==> config.mk <==
export PLATFORM = sky130hd
export DESIGN_NAME = crc8_uart_frame_receiver
export DESIGN_NICKNAME = d
export VERILOG_FILES = /design/src/rtl/crc8fr_pkg.sv /design/src/rtl/crc8_uart_frame_receiver.sv /design/src/rtl/crc8fr_parser.sv
export SDC_FILE = /design/constraint.sdc
export NUM_CORES = 1
export LEC_CHECK = 0
export BUFFER_PORTS_ARGS = -buffer_cell sky130_fd_sc_hd__buf_2
export CORE_UTILIZATION = 35
export CTS_BUF_LIST = sky130_fd_sc_hd__clkbuf_16
export CTS_CLUSTER_DIAMETER = 50
export DETAILED_ROUTE_END_ITERATION = 10
export GPL_TIMING_DRIVEN = 0
export SYNTH_ARGS = -nofsm -noshare
export SYNTH_HDL_FRONTEND = slang
export SYNTH_SLANG_ARGS = --single-unit
export TNS_END_PERCENT = 50
==> constraint.sdc <==
create_clock -name clk -period 5.99 [get_ports clk]
set_input_delay 1.198 -clock clk [delete_from_list [all_inputs] [get_ports clk]]
set_output_delay 1.198 -clock clk [all_outputs]
set_load 0.02 [all_outputs]
==> src/rtl/crc8fr_pkg.sv <==
// ----------------------------------------------------------------------------
// crc8fr_pkg: shared definitions for the CRC-8 frame receiver
// Frame constants, status codes, the result record and the CRC-8 byte step.
// ----------------------------------------------------------------------------
package crc8fr_pkg;

	localparam int FIXED_OVERHEAD = 4;
	localparam int MAX_PAYLOAD_DEFAULT = 4;
	localparam int OUT_BYTES = 4;

	localparam logic [7:0] CRC_POLY = 8'h07;
	localparam logic [7:0] HEADER_RESET = 8'hAF;
	localparam logic [3:0] MAX_LEN_RESET = 4'd8;

	localparam logic CFG_HEADER = 1'b0;
	localparam logic CFG_MAX_LEN = 1'b1;

	typedef logic [1:0] status_t;
	localparam status_t ST_GOOD = 2'd0;
	localparam status_t ST_CRC_ERR = 2'd1;
	localparam status_t ST_TOO_LONG = 2'd2;

	typedef struct packed {
		logic valid;
		logic [7:0] frame_type;
		logic [7:0] payload_length;
		logic [OUT_BYTES-1:0][7:0] payload;
		status_t status;
	} result_t;

	function automatic logic [7:0] crc8_feed(input logic [7:0] crc, input logic [7:0] b);
		logic [7:0] c;
		c = crc;
		for (int k = 7; k >= 0; k--) begin
			if (c[7] ^ b[k]) begin
				c = {c[6:0], 1'b0} ^ CRC_POLY;
			end else begin
				c = {c[6:0], 1'b0};
			end
		end
		return c;
	endfunction

endpackage

==> src/rtl/crc8_uart_frame_receiver.sv <==
// ----------------------------------------------------------------------------
// crc8_uart_frame_receiver: header / type / length / CRC-8 frame receiver
// Received bytes enter on the input channel (in_valid, in_stall, rx_byte).
// A frame is a header byte, a type byte, a length byte, that many payload
// bytes and a CRC-8 byte (polynomial 0x07, zero start, MSB first) covering
// the header through the last payload byte. Each frame yields one request
// on the output channel (out_valid, out_stall) carrying type, length, up to
// four payload bytes and a status: good, CRC error or too long.
// One byte is accepted every cycle while in_stall is low. The request of a
// frame appears in the output register in the cycle after its CRC byte, or
// after its length byte when too long; bytes ending no frame give no request.
// While the output register holds a request and out_stall is high, in_stall
// is raised and the parser holds its state.
// Reset clears the parser to header hunting, empties the output register,
// and loads the header value 0xAF and the frame length limit 8.
// The configuration port writes register 0 (header value) or 1 (limit)
// on any cycle with cfg_write high.
// ----------------------------------------------------------------------------
module crc8_uart_frame_receiver #(
	parameter int MAX_PAYLOAD = crc8fr_pkg::MAX_PAYLOAD_DEFAULT
) (
	input  logic                 clk,
	input  logic                 arst_n,
	input  logic                 cfg_write,
	input  logic                 cfg_index,
	input  logic [7:0]           cfg_data,
	input  logic                 in_valid,
	output logic                 in_stall,
	input  logic [7:0]           rx_byte,
	output logic                 out_valid,
	input  logic                 out_stall,
	output logic [7:0]           frame_type,
	output logic [7:0]           payload_length,
	output logic [7:0]           payload_byte0,
	output logic [7:0]           payload_byte1,
	output logic [7:0]           payload_byte2,
	output logic [7:0]           payload_byte3,
	output crc8fr_pkg::status_t  frame_status
);
	import crc8fr_pkg::*;

	logic [7:0] header_q;
	logic [3:0] max_len_q;
	logic accept;
	result_t result;
	logic out_valid_q;
	result_t out_q;

	always_ff @(posedge clk or negedge arst_n) begin
		if (!arst_n) begin
			header_q <= HEADER_RESET;
			max_len_q <= MAX_LEN_RESET;
		end else if (cfg_write) begin
			unique case (cfg_index)
				CFG_HEADER: header_q <= cfg_data;
				CFG_MAX_LEN: max_len_q <= cfg_data[3:0];
				default: header_q <= header_q;
			endcase
		end
	end

	assign in_stall = out_valid_q & out_stall;
	assign accept = in_valid & ~in_stall;

	crc8fr_parser #(
		.MAX_PAYLOAD(MAX_PAYLOAD)
	) u_parser (
		.clk(clk),
		.arst_n(arst_n),
		.accept(accept),
		.rx_byte(rx_byte),
		.header_value(header_q),
		.max_frame_length(max_len_q),
		.result(result)
	);

	always_ff @(posedge clk or negedge arst_n) begin
		if (!arst_n) begin
			out_valid_q <= 1'b0;
		end else if (accept && result.valid) begin
			out_valid_q <= 1'b1;
		end else if (!out_stall) begin
			out_valid_q <= 1'b0;
		end
	end

	always_ff @(posedge clk) begin
		if (accept && result.valid) begin
			out_q <= result;
		end
	end

	assign out_valid = out_valid_q;
	assign frame_type = out_q.frame_type;
	assign payload_length = out_q.payload_length;
	assign payload_byte0 = out_q.payload[0];
	assign payload_byte1 = out_q.payload[1];
	assign payload_byte2 = out_q.payload[2];
	assign payload_byte3 = out_q.payload[3];
	assign frame_status = out_q.status;

endmodule

==> src/rtl/crc8fr_parser.sv <==
// ----------------------------------------------------------------------------
// crc8fr_parser: frame parser and CRC-8 accumulator
// Walks the header, type, length, payload and CRC bytes and forms one result
// when a frame ends or is dropped as too long.
// ----------------------------------------------------------------------------
module crc8fr_parser #(
	parameter int MAX_PAYLOAD = crc8fr_pkg::MAX_PAYLOAD_DEFAULT
) (
	input  logic                 clk,
	input  logic                 arst_n,
	input  logic                 accept,
	input  logic [7:0]           rx_byte,
	input  logic [7:0]           header_value,
	input  logic [3:0]           max_frame_length,
	output crc8fr_pkg::result_t  result
);
	import crc8fr_pkg::*;

	localparam int CW = $clog2(MAX_PAYLOAD + 1);
	localparam int PW = (MAX_PAYLOAD > 1) ? $clog2(MAX_PAYLOAD) : 1;
	localparam logic [8:0] LIMIT_CAP = 9'(FIXED_OVERHEAD + MAX_PAYLOAD);
	localparam logic [8:0] OVERHEAD = 9'(FIXED_OVERHEAD);

	typedef enum logic [2:0] {
		PH_HUNT,
		PH_TYPE,
		PH_LEN,
		PH_DATA,
		PH_CRC
	} phase_t;

	phase_t phase_q;
	logic [7:0] type_q;
	logic [7:0] length_q;
	logic [CW-1:0] count_q;
	logic [7:0] crc_q;
	logic [7:0] store_q [MAX_PAYLOAD];

	logic [8:0] limit;
	logic [8:0] total;
	logic too_long;
	logic [7:0] crc_next;
	logic [CW-1:0] count_inc;
	logic [OUT_BYTES-1:0][7:0] stored;

	assign limit = ({5'd0, max_frame_length} > LIMIT_CAP) ? LIMIT_CAP
		: {5'd0, max_frame_length};
	assign total = {1'b0, rx_byte} + OVERHEAD;
	assign too_long = total > limit;
	assign crc_next = crc8_feed((phase_q == PH_HUNT) ? 8'd0 : crc_q, rx_byte);
	assign count_inc = count_q + CW'(1);

	for (genvar j = 0; j < OUT_BYTES; j++) begin : g_out
		if (j < MAX_PAYLOAD) begin : g_held
			assign stored[j] = (length_q > 8'(j)) ? store_q[j] : 8'd0;
		end else begin : g_none
			assign stored[j] = 8'd0;
		end
	end

	always_comb begin
		result = '0;
		result.frame_type = type_q;
		result.payload_length = length_q;
		unique case (phase_q)
			PH_LEN: begin
				result.valid = too_long;
				result.payload_length = rx_byte;
				result.status = ST_TOO_LONG;
			end
			PH_CRC: begin
				result.valid = 1'b1;
				result.payload = stored;
				result.status = (rx_byte == crc_q) ? ST_GOOD : ST_CRC_ERR;
			end
			default: begin
				result.valid = 1'b0;
			end
		endcase
	end

	always_ff @(posedge clk or negedge arst_n) begin
		if (!arst_n) begin
			phase_q <= PH_HUNT;
			type_q <= 8'd0;
			length_q <= 8'd0;
			count_q <= '0;
			crc_q <= 8'd0;
		end else if (accept) begin
			unique case (phase_q)
				PH_TYPE: begin
					type_q <= rx_byte;
					crc_q <= crc_next;
					phase_q <= PH_LEN;
				end
				PH_LEN: begin
					length_q <= rx_byte;
					if (too_long) begin
						phase_q <= PH_HUNT;
					end else begin
						crc_q <= crc_next;
						count_q <= '0;
						phase_q <= (rx_byte == 8'd0) ? PH_CRC : PH_DATA;
					end
				end
				PH_DATA: begin
					crc_q <= crc_next;
					count_q <= count_inc;
					if (8'(count_inc) >= length_q) begin
						phase_q <= PH_CRC;
					end
				end
				PH_CRC: begin
					phase_q <= PH_HUNT;
				end
				default: begin
					phase_q <= PH_HUNT;
					if (rx_byte == header_value) begin
						crc_q <= crc_next;
						phase_q <= PH_TYPE;
					end
				end
			endcase
		end
	end

	always_ff @(posedge clk) begin
		if (accept && phase_q == PH_DATA) begin
			store_q[count_q[PW-1:0]] <= rx_byte;
		end
	end

endmodule

==> summary.md, run 1 <==
The average wire length per cell after detail routing is 15.3 µm, and the cell area after synthesis is 5630 µm². The number of nets with antenna violations after routing came out at 0. The run gives 0.42 ns as the clock network latency to the later pin of the worst-skew pair. The worst register-to-register path has a depth of 7. The flow ran to the end, and the final reports show no timing, DRC or antenna violations.

The number of antenna diodes in the final layout is 0. TritonCTS created 17 clock buffers. Counting the fill cells in the layout gives 1,498. Setup repair after global routing left no endpoint under its margin. The tools report the final worst-path setup slack as 1.89 ns. Count of state elements after synthesis: 125.

Worst min-delay path class: flop to flop. The congestion estimate from routability-driven global placement came to 0.831. The tools report the startpoint of the worst register-to-register path as max_len_q[3]. The initial antenna violation count came out at 0. The via count of the first global-routing pass is 3,452, and the signed area change from the synthesized netlist to the final layout is 22.0%. In this run, synthesis inferred 82 flip-flops with an integrated enable. Register-to-register setup slack: 2.88 ns. The top cell type by area accounts for 43.7% of the synthesized area.

The maximum vdd ir drop was 0.000232 V. The run gives 0 as the hold buffer count at cts. edfxtp_1 takes more of the synthesized area than any other cell. Subtracting the final worst setup slack from the clock period gives 4.10 ns.

The routed design has 11,500 µm of wire. The number of clock sinks is 125. In this run the deepest clock path goes through 2 buffers.

The tools report the relative max-transition margin as 33.3%. The clock input transition at the sequential cells of the worst setup and hold paths is 0.06 ns. The total global routing track utilization was 15.1%; the count of unique library cells instantiated by Yosys was 49. Number of nets in the synthesized netlist: 467. In this run the clock root is driven by a clkbuf_16. The tools report the largest net degree at the start of global routing as 44. The count of input and output buffers works out to 73.

The post-cts gate resize count was 0; the final count of negative-setup-slack endpoints was 0. The net count of the finished layout is 560. Yosys attributes the largest share of cell area to edfxtp_1 44%, dfrtp_1 16%, mux2_2 4.6%. In this run the worst path has a maximum fanout of 26.

The run gives 0 as the number of setup buffers added after CTS. The hold-critical path depth works out to 0. For this configuration, the core starts out at a cell density of 35.7%. The first global-routing pass estimated 18,100 µm of wire. The worst setup path is captured at a flop. The data arrival time of the critical path was 4.21 ns; the post-synthesis async set-or-reset flop share was 34.4%. The placement-stage worst setup slack is 1.44 ns. In this run the static leakage power is 2.76 nW.

After layout, the worst path uses 68.4% of the clock period. The floorplan step set the die height to 129 µm. Detailed routing inserted a total of 3,540 vias. The worst-margin pin slew came out at 1.00 ns.

The via density per instance is 4.69. After floorplanning, the core was divided into 46 placement rows. The count of maximum capacitance violations is 0. The final setup skew was 0.00988 ns. The startpoint-to-endpoint class of the critical path is input port to flop.

Die extent in x: 129 µm. Half-perimeter wire length after placement: 8140 µm. The H-tree depth is 4, and the DRC violation total after the first TritonRoute iteration is 207. The global routing stage identified its most utilized layer as met2. Hold violation count in the final report: 0.

Endpoint of the worst hold path: frame_type[3]. The startpoint of the worst hold path was u_parser.type_q[3]. The count of unresolved DRC violations after routing is 0. During synthesis, Yosys emitted a total of 0 warnings. Global routing consumed, on the met1 layer, 18.2% of the routing resources. The first TritonRoute pass finished after 4 iterations. The peak clock frequency supported by timing was 0.244 GHz. The number of placed I/O pins is 74, and the summed negative setup slack over all endpoints is 0 ns. After global routing the overflow that remains totals 0. The die covers 16,600 µm². STA classifies the critical path startpoint as an input port.

For met3 alone, demand over resource in global routing was 4.95%. The total area inside the core boundary comes to 15,800 µm². TritonCTS built the clock tree.

The tools report the met2 capacity usage during global routing as 24.4%. Most used flip-flop cell after synthesis: edfxtp_1. Dividing the synthesized area by the synthesized cell count gives 13.0 µm². For this run, the register share of the synthesized area comes to 63.0%.

The total power divided by cell area is 482 nW/µm². The worst register-to-register path ends at frame_status[0]. For the worst setup path, the data required time is 6.11 ns.

In the final layout, the share of cells above drive strength 1 is 29.6%. The logs give 432 for the cell count after synthesis and 0 for the number of max-slew violations in the final report.
metal layers:
metal	share of wire, %	vias up	wire (µm)
met2	48	108	5550
li1	-	1712	-
met4	2.0	0	227
met1	44	1700	5120
met5	0	-	0
met3	5.4	20	621
kinds of logic (layout without fill, tap and decap cells):
kind of cell | count (synthesis) | in the layout | synth area share [%]
AND/OR/NAND/NOR | 137 | 137 | 12.7
flip-flops | 125 | 125 | 63.0
AO/OA/AOI/OAI | 56 | 56 | 6.31
XOR/XNOR | 41 | 41 | 6.80
buffers and inverters | 36 | 142 | 3.53
multiplexers | 23 | 23 | 4.60
adder cells (fa/ha/maj) | 14 | 14 | 3.07
area by class of cell:
cell class | instances | area [µm²] | area share (%)
Clock buffer | 17 | 425 | 6.19
Sequential cell | 125 | 3550 | 51.6
Clock inverter | 15 | 145 | 2.11
Timing Repair Buffer | 74 | 385 | 5.61
Buffer | 21 | 143 | 2.08
Multi-Input combinational cell | 271 | 1900 | 27.6
Tap cell | 216 | 270 | 3.93
Inverter | 15 | 56.3 | 0.820
Yosys cell counts (2+ instances only):
| master | instances |
|---|---|
| dfrtp_1 | 36 |
| a21o_1 | 3 |
| o21ai_0 | 16 |
| nor2b_1 | 4 |
| nor2_1 | 14 |
| a21oi_1 | 18 |
| dfstp_2 | 7 |
| a31oi_1 | 3 |
| nor4_1 | 3 |
| ha_1 | 13 |
| or3_1 | 2 |
| buf_2 | 3 |
| inv_1 | 15 |
| xnor2_1 | 26 |
| xor2_1 | 13 |
| nor3_1 | 5 |
| nand2_1 | 47 |
| nand4_1 | 6 |
| mux2_2 | 23 |
| nand2b_1 | 3 |
| nand3_1 | 8 |
| o211ai_1 | 3 |
| buf_6 | 6 |
| a311o_1 | 2 |
| edfxtp_1 | 82 |
| and2_1 | 37 |
| buf_4 | 4 |
| o22ai_1 | 2 |
| clkbuf_1 | 7 |
| a21boi_0 | 2 |
placed cells by master, fill, tap and decap left out, drive strengths merged, types with 4 or more instances in the layout:
cell type	count
a21oi	18
and2	38
buf	88
clkbuf	24
clkinv	4
dfrtp	36
dfstp	7
edfxtp	82
ha	13
inv	21
mux2	23
nand2	48
nand3	8
nand4	6
nor2	15
nor2b	4
nor3	6
o21ai	16
xnor2	27
xor2	13
worst max-delay path, cell delays in order:
cell	delay [ns]
buf_2	0.18
buf_4	0.22
inv_1	0.11
ha_1	0.30
ha_1	0.32
nand4_1	0.13
a21boi_0	0.35
o21ai_0	0.33
a21oi_4	0.78
buf_12	0.27
worst max path at each step:
stage	start	to	slack, ns	cells past startpoint
final	rx_byte[3]	frame_status[0]	1.89	10
after global routing	rx_byte[3]	payload_length[7]	1.78	10
after CTS	rx_byte[3]	payload_byte1[2]	1.88	10
after floorplan	rx_byte[3]	frame_status[0]	0.51	8
after detailed placement	rx_byte[3]	payload_byte3[5]	1.44	10
after global placement	rx_byte[3]	payload_byte3[7]	-1.03	9
stage by stage:
step | hold slack, ns | cells | utilization, % | total power, mW | cell area, µm²
floorplan | 0.419 | 432 | - | 2.06 | 5630
global placement | 0.432 | 721 | 39.7 | 2.30 | 6270
detailed placement | 0.435 | 722 | 39.9 | 2.35 | 6300
CTS | 0.447 | 754 | 43.6 | 3.34 | 6870
global route | 0.456 | 754 | 43.6 | 3.51 | 6870
finish | 0.446 | 754 | 43.6 | 3.31 | 6870
power breakdown:
group          internal (mW)  total [mW]  switching (mW)  leakage, nW
logic                  0.429        1.06           0.635         1.19
registers               1.17        1.25          0.0890         1.28
clock network          0.609       0.990           0.381        0.283
total                   2.20        3.31            1.10         2.76
state kept, by name, indices dropped and copies added (netlist names):
| signal | cells |
|---|---|
| frame_status | 2 |
| max_len_q | 4 |
| u_parser.count_q | 3 |
| u_parser.length_q | 8 |
| payload_byte1 | 8 |
| header_q | 8 |
| payload_byte2 | 8 |
| u_parser.type_q | 8 |
| u_parser.phase_q | 3 |
| out_valid | 1 |
| u_parser.crc_q | 8 |
| u_parser.store_q | 32 |
| payload_byte0 | 8 |
| payload_length | 8 |
| frame_type | 8 |
| payload_byte3 | 8 |
Power figures use the tool's default switching activity.
==> inputs of run 2 (changes only) <==
- clock period: 5.99 -> 3.5 ns (I/O delays scaled with it)
==> summary.md, run 2 (same netlist as run 1, synthesis figures left out) <==
The total placed instance area was 6300 µm² (unchanged); the half-perimeter wire length after placement was 8190 µm (was 8140 µm). The startpoint-to-endpoint class of the critical path is input port to flop (unchanged). The tools report the relative max-transition margin as 32.5% (was 33.3%). The data arrival time of the critical path is 3.37 ns (was 4.21 ns).

Count of maximum capacitance violations: 0 (unchanged). The largest fanout on the critical path is 26 (unchanged), and the final worst-path setup slack is 0.241 ns (was 1.89 ns). The logs give 3,559 (was 3,540) for the total via count in the routed design and 2.75 nW (was 2.76 nW) for the leakage power. For the count of TritonRoute iterations in the first routing pass, the log shows 4 (unchanged).

Number of clock sinks: 125 (unchanged). The total instance count after detailed placement is 722 (unchanged), and the hold-critical path depth is 0 (unchanged). The number of flip-flops in the largest register works out to 32 (unchanged). The floorplan row count came out at 46 (unchanged). The die extent in x is 129 µm (unchanged), and the final setup skew is 0.0127 ns (was 0.00988 ns). The tools report the endpoint of the worst setup timing path as payload_byte2[5] (was frame_status[0]).

The total global routing track utilization was 15.0% (was 15.1%). For the number of buffers added by the clock tree synthesis step, the log shows 17 (unchanged). The total power divided by cell area came out at 823 nW/µm² (was 482 nW/µm²). The run gives 74 (unchanged) as the number of placed I/O pins. The first-pass GRT wire length came out at 18,100 µm (about the same). The run gives 0 (unchanged) as the remaining global-route overflow. The number of nets in the finished design was 561 (was 560).

Dominant cell type by count on the critical path: ha_1 (unchanged). The die area was 16,600 µm² (unchanged). The tools report the buffer levels on the longest clock path as 2 (unchanged). The final count of negative-setup-slack endpoints was 0 (unchanged).

Commonest cells after routing, fill and taps aside: 82 x edfxtp_1, 76 x buf_2, 47 x nand2_1 (unchanged). The hold violation count in the final report came out at 0 (unchanged). Nature of the critical path startpoint: an input port (unchanged). Setup repair after global routing left no endpoint under its margin. The tools report the final non-filler cell total as 755 (was 754). Worst min-delay path class: flop to flop (unchanged).

The core area came out at 15,800 µm² (unchanged). The tools report the end of the worst register-to-register path as payload_byte2[5] (was frame_status[0]). The placer's final routability congestion estimate was 0.826 (was 0.831).

The tools report the clock network latency to the later pin of the worst-skew pair as 0.42 ns (about the same). Timing would allow up to 0.307 GHz. The overall die height was 129 µm (unchanged). For the number of fillers in the final layout, the log shows 1,477 (was 1,498). The core occupancy in the finished layout came out at 43.6% (about the same). The run finished with clean final reports. The maximum vdd ir drop is 0.000373 V (was 0.000232 V), and the via count of the first global-routing pass is 3,434 (was 3,452).

The run gives 0 (unchanged) as the total inserted antenna cells. The total wire length after detailed routing is 11,600 µm (was 11,500 µm), and the final critical-path share of the clock period is 93.1%. The count of input and output buffers is 73 (unchanged), and the via density per instance is 4.71 (was 4.69). Clock input transition at the sequential cells of the worst setup and hold paths: 0.05 ns (was 0.06 ns). The count of unresolved DRC violations after routing was 0 (unchanged); the largest net degree at the start of global routing was 44 (unchanged). The starting utilization of the core area was 35.7% (unchanged); the delay of the slowest critical-path stage was 0.53 ns (was 0.78 ns). The root buffer cell is clkbuf_16 (unchanged).

The DRC violation total after the first TritonRoute iteration was 163 (was 207); the register-to-register setup slack was 0.69 ns (was 2.88 ns). Sequence of cells on the critical path: buf_2 > buf_4 > inv_1 > ha_1 > ha_1 > nand4_1 > a21boi_0 > o21ai_1 > a21oi_4 > buf_12 (was buf_2 > buf_4 > inv_1 > ha_1 > ha_1 > nand4_1 > a21boi_0 > o21ai_0 > a21oi_4 > buf_12). The number of max-slew violations in the final report is 0 (unchanged), and the average wire length per cell after detail routing is 15.4 µm (was 15.3 µm). The signed area change from the synthesized netlist to the final layout is 22.1% (was 22.0%). The kind of capture point of the worst setup path was a flop (unchanged). The area taken by multi-input logic gates came out at 1910 µm² (was 1900 µm²). Startpoint of the worst register-to-register path: max_len_q[3] (unchanged).

The initial antenna violation count is 0 (unchanged), and the fraction of final layout cells with drive strength greater than 1 is 29.5% (was 29.6%). The area taken by flip-flops and latches was 3550 µm² (unchanged); the summed negative setup slack over all endpoints was 0 ns (unchanged). The number of nets with antenna violations after routing came out at 0 (unchanged).

The clock period minus final worst setup slack is 3.26 ns. The run gives 3.61 ns (was 6.11 ns) as the data required time at the worst endpoint. TritonCTS built the clock tree. The worst-margin pin slew is 1.01 ns (was 1.00 ns). Commonest non-fill, non-tap cell in the layout: edfxtp_1 (unchanged). The tools report the critical path launch point as rx_byte[3] (unchanged). Final design area excluding fillers: 6880 µm² (was 6870 µm²). The worst reg2reg path depth is 7 (unchanged), and the H-tree depth is 4 (unchanged). The cell with the largest stage delay on the worst path is a21oi_4 (unchanged). The hold buffer count at cts is 0 (unchanged). The placement-stage worst setup slack came out at -0.490 ns (was 1.44 ns).
-- run 2: changes by cell type in the layout (fill, tap and decap cells not counted) --
| cell | before | now |
|---|---|---|
| clkinv_1 | 0 | 3 |
| inv_1 | 17 | 15 |
| a21oi_2 | 0 | 1 |
| clkinv_2 | 4 | 3 |
| clkinv_4 | 0 | 1 |
| inv_6 | 4 | 3 |
| o21ai_0 | 16 | 15 |
| o21ai_1 | 0 | 1 |
-- run 2: worst max-delay path: cells and delay by family --
| family | cells | cell delay, ns |
|---|---|---|
| AO/OA/AOI/OAI | 3 | 1.18 |
| buffers and inverters | 4 | 0.74 |
| adder cells (fa/ha/maj) | 2 | 0.60 |
| AND/OR/NAND/NOR | 1 | 0.13 |
-- run 2: where the power goes --
| part | internal (mW) | switching, mW |
|---|---|---|
| combinational | 0.736 | 1.09 |
| sequential | 1.99 | 0.156 |
| clock | 1.04 | 0.642 |
| total | 3.77 | 1.89 |
-- run 2: repair_timing --
action | CTS | global route
buffers inserted | 0 | 0
cloned | 1 | 0
gates resized for setup | 0 | 1
pin swaps | 1 | 0
endpoints found under the setup margin | 26 | 26
-- run 2: worst min path at each step --
| stage | end | startpoint |
|---|---|---|
| 6_report | frame_type[4] | u_parser.type_q[4] |
| 4_1_cts | frame_type[5] | u_parser.type_q[5] |
| 5_1_grt | frame_type[4] | u_parser.type_q[4] |
| 2_1_floorplan | header_q[4] | arst_n |
| 3_5_place_dp | frame_type[7] | u_parser.type_q[7] |
| 3_3_place_gp | frame_type[5] | u_parser.type_q[5] |
-- run 2: area by class of cell --
cell class,count,share of cell area (%)
Inverter,15,0.819
Sequential cell,125,51.6
Multi-Input combinational cell,272,27.7
Timing Repair Buffer,74,5.60
Clock inverter,15,2.09
Buffer,21,2.07
Tap cell,216,3.93
Clock buffer,17,6.19
-- run 2: layer usage --
layer  global-route usage [%]  part of all wire, %  vias to the layer above
met5                        0                    0                        -
met4                     7.06                  1.5                        0
met3                     4.03                  5.8                       15
met2                     25.3                   50                       97
met1                     17.7                   43                     1731
li1                         -                    -                     1716
-- run 2: through the flow --
stage	power [mW]	hold slack (ns)
after CTS	5.72	0.450
after global routing	5.98	0.463
after floorplan	3.52	0.404
after global placement	3.94	0.432
after detailed placement	4.01	0.434
final	5.66	0.450
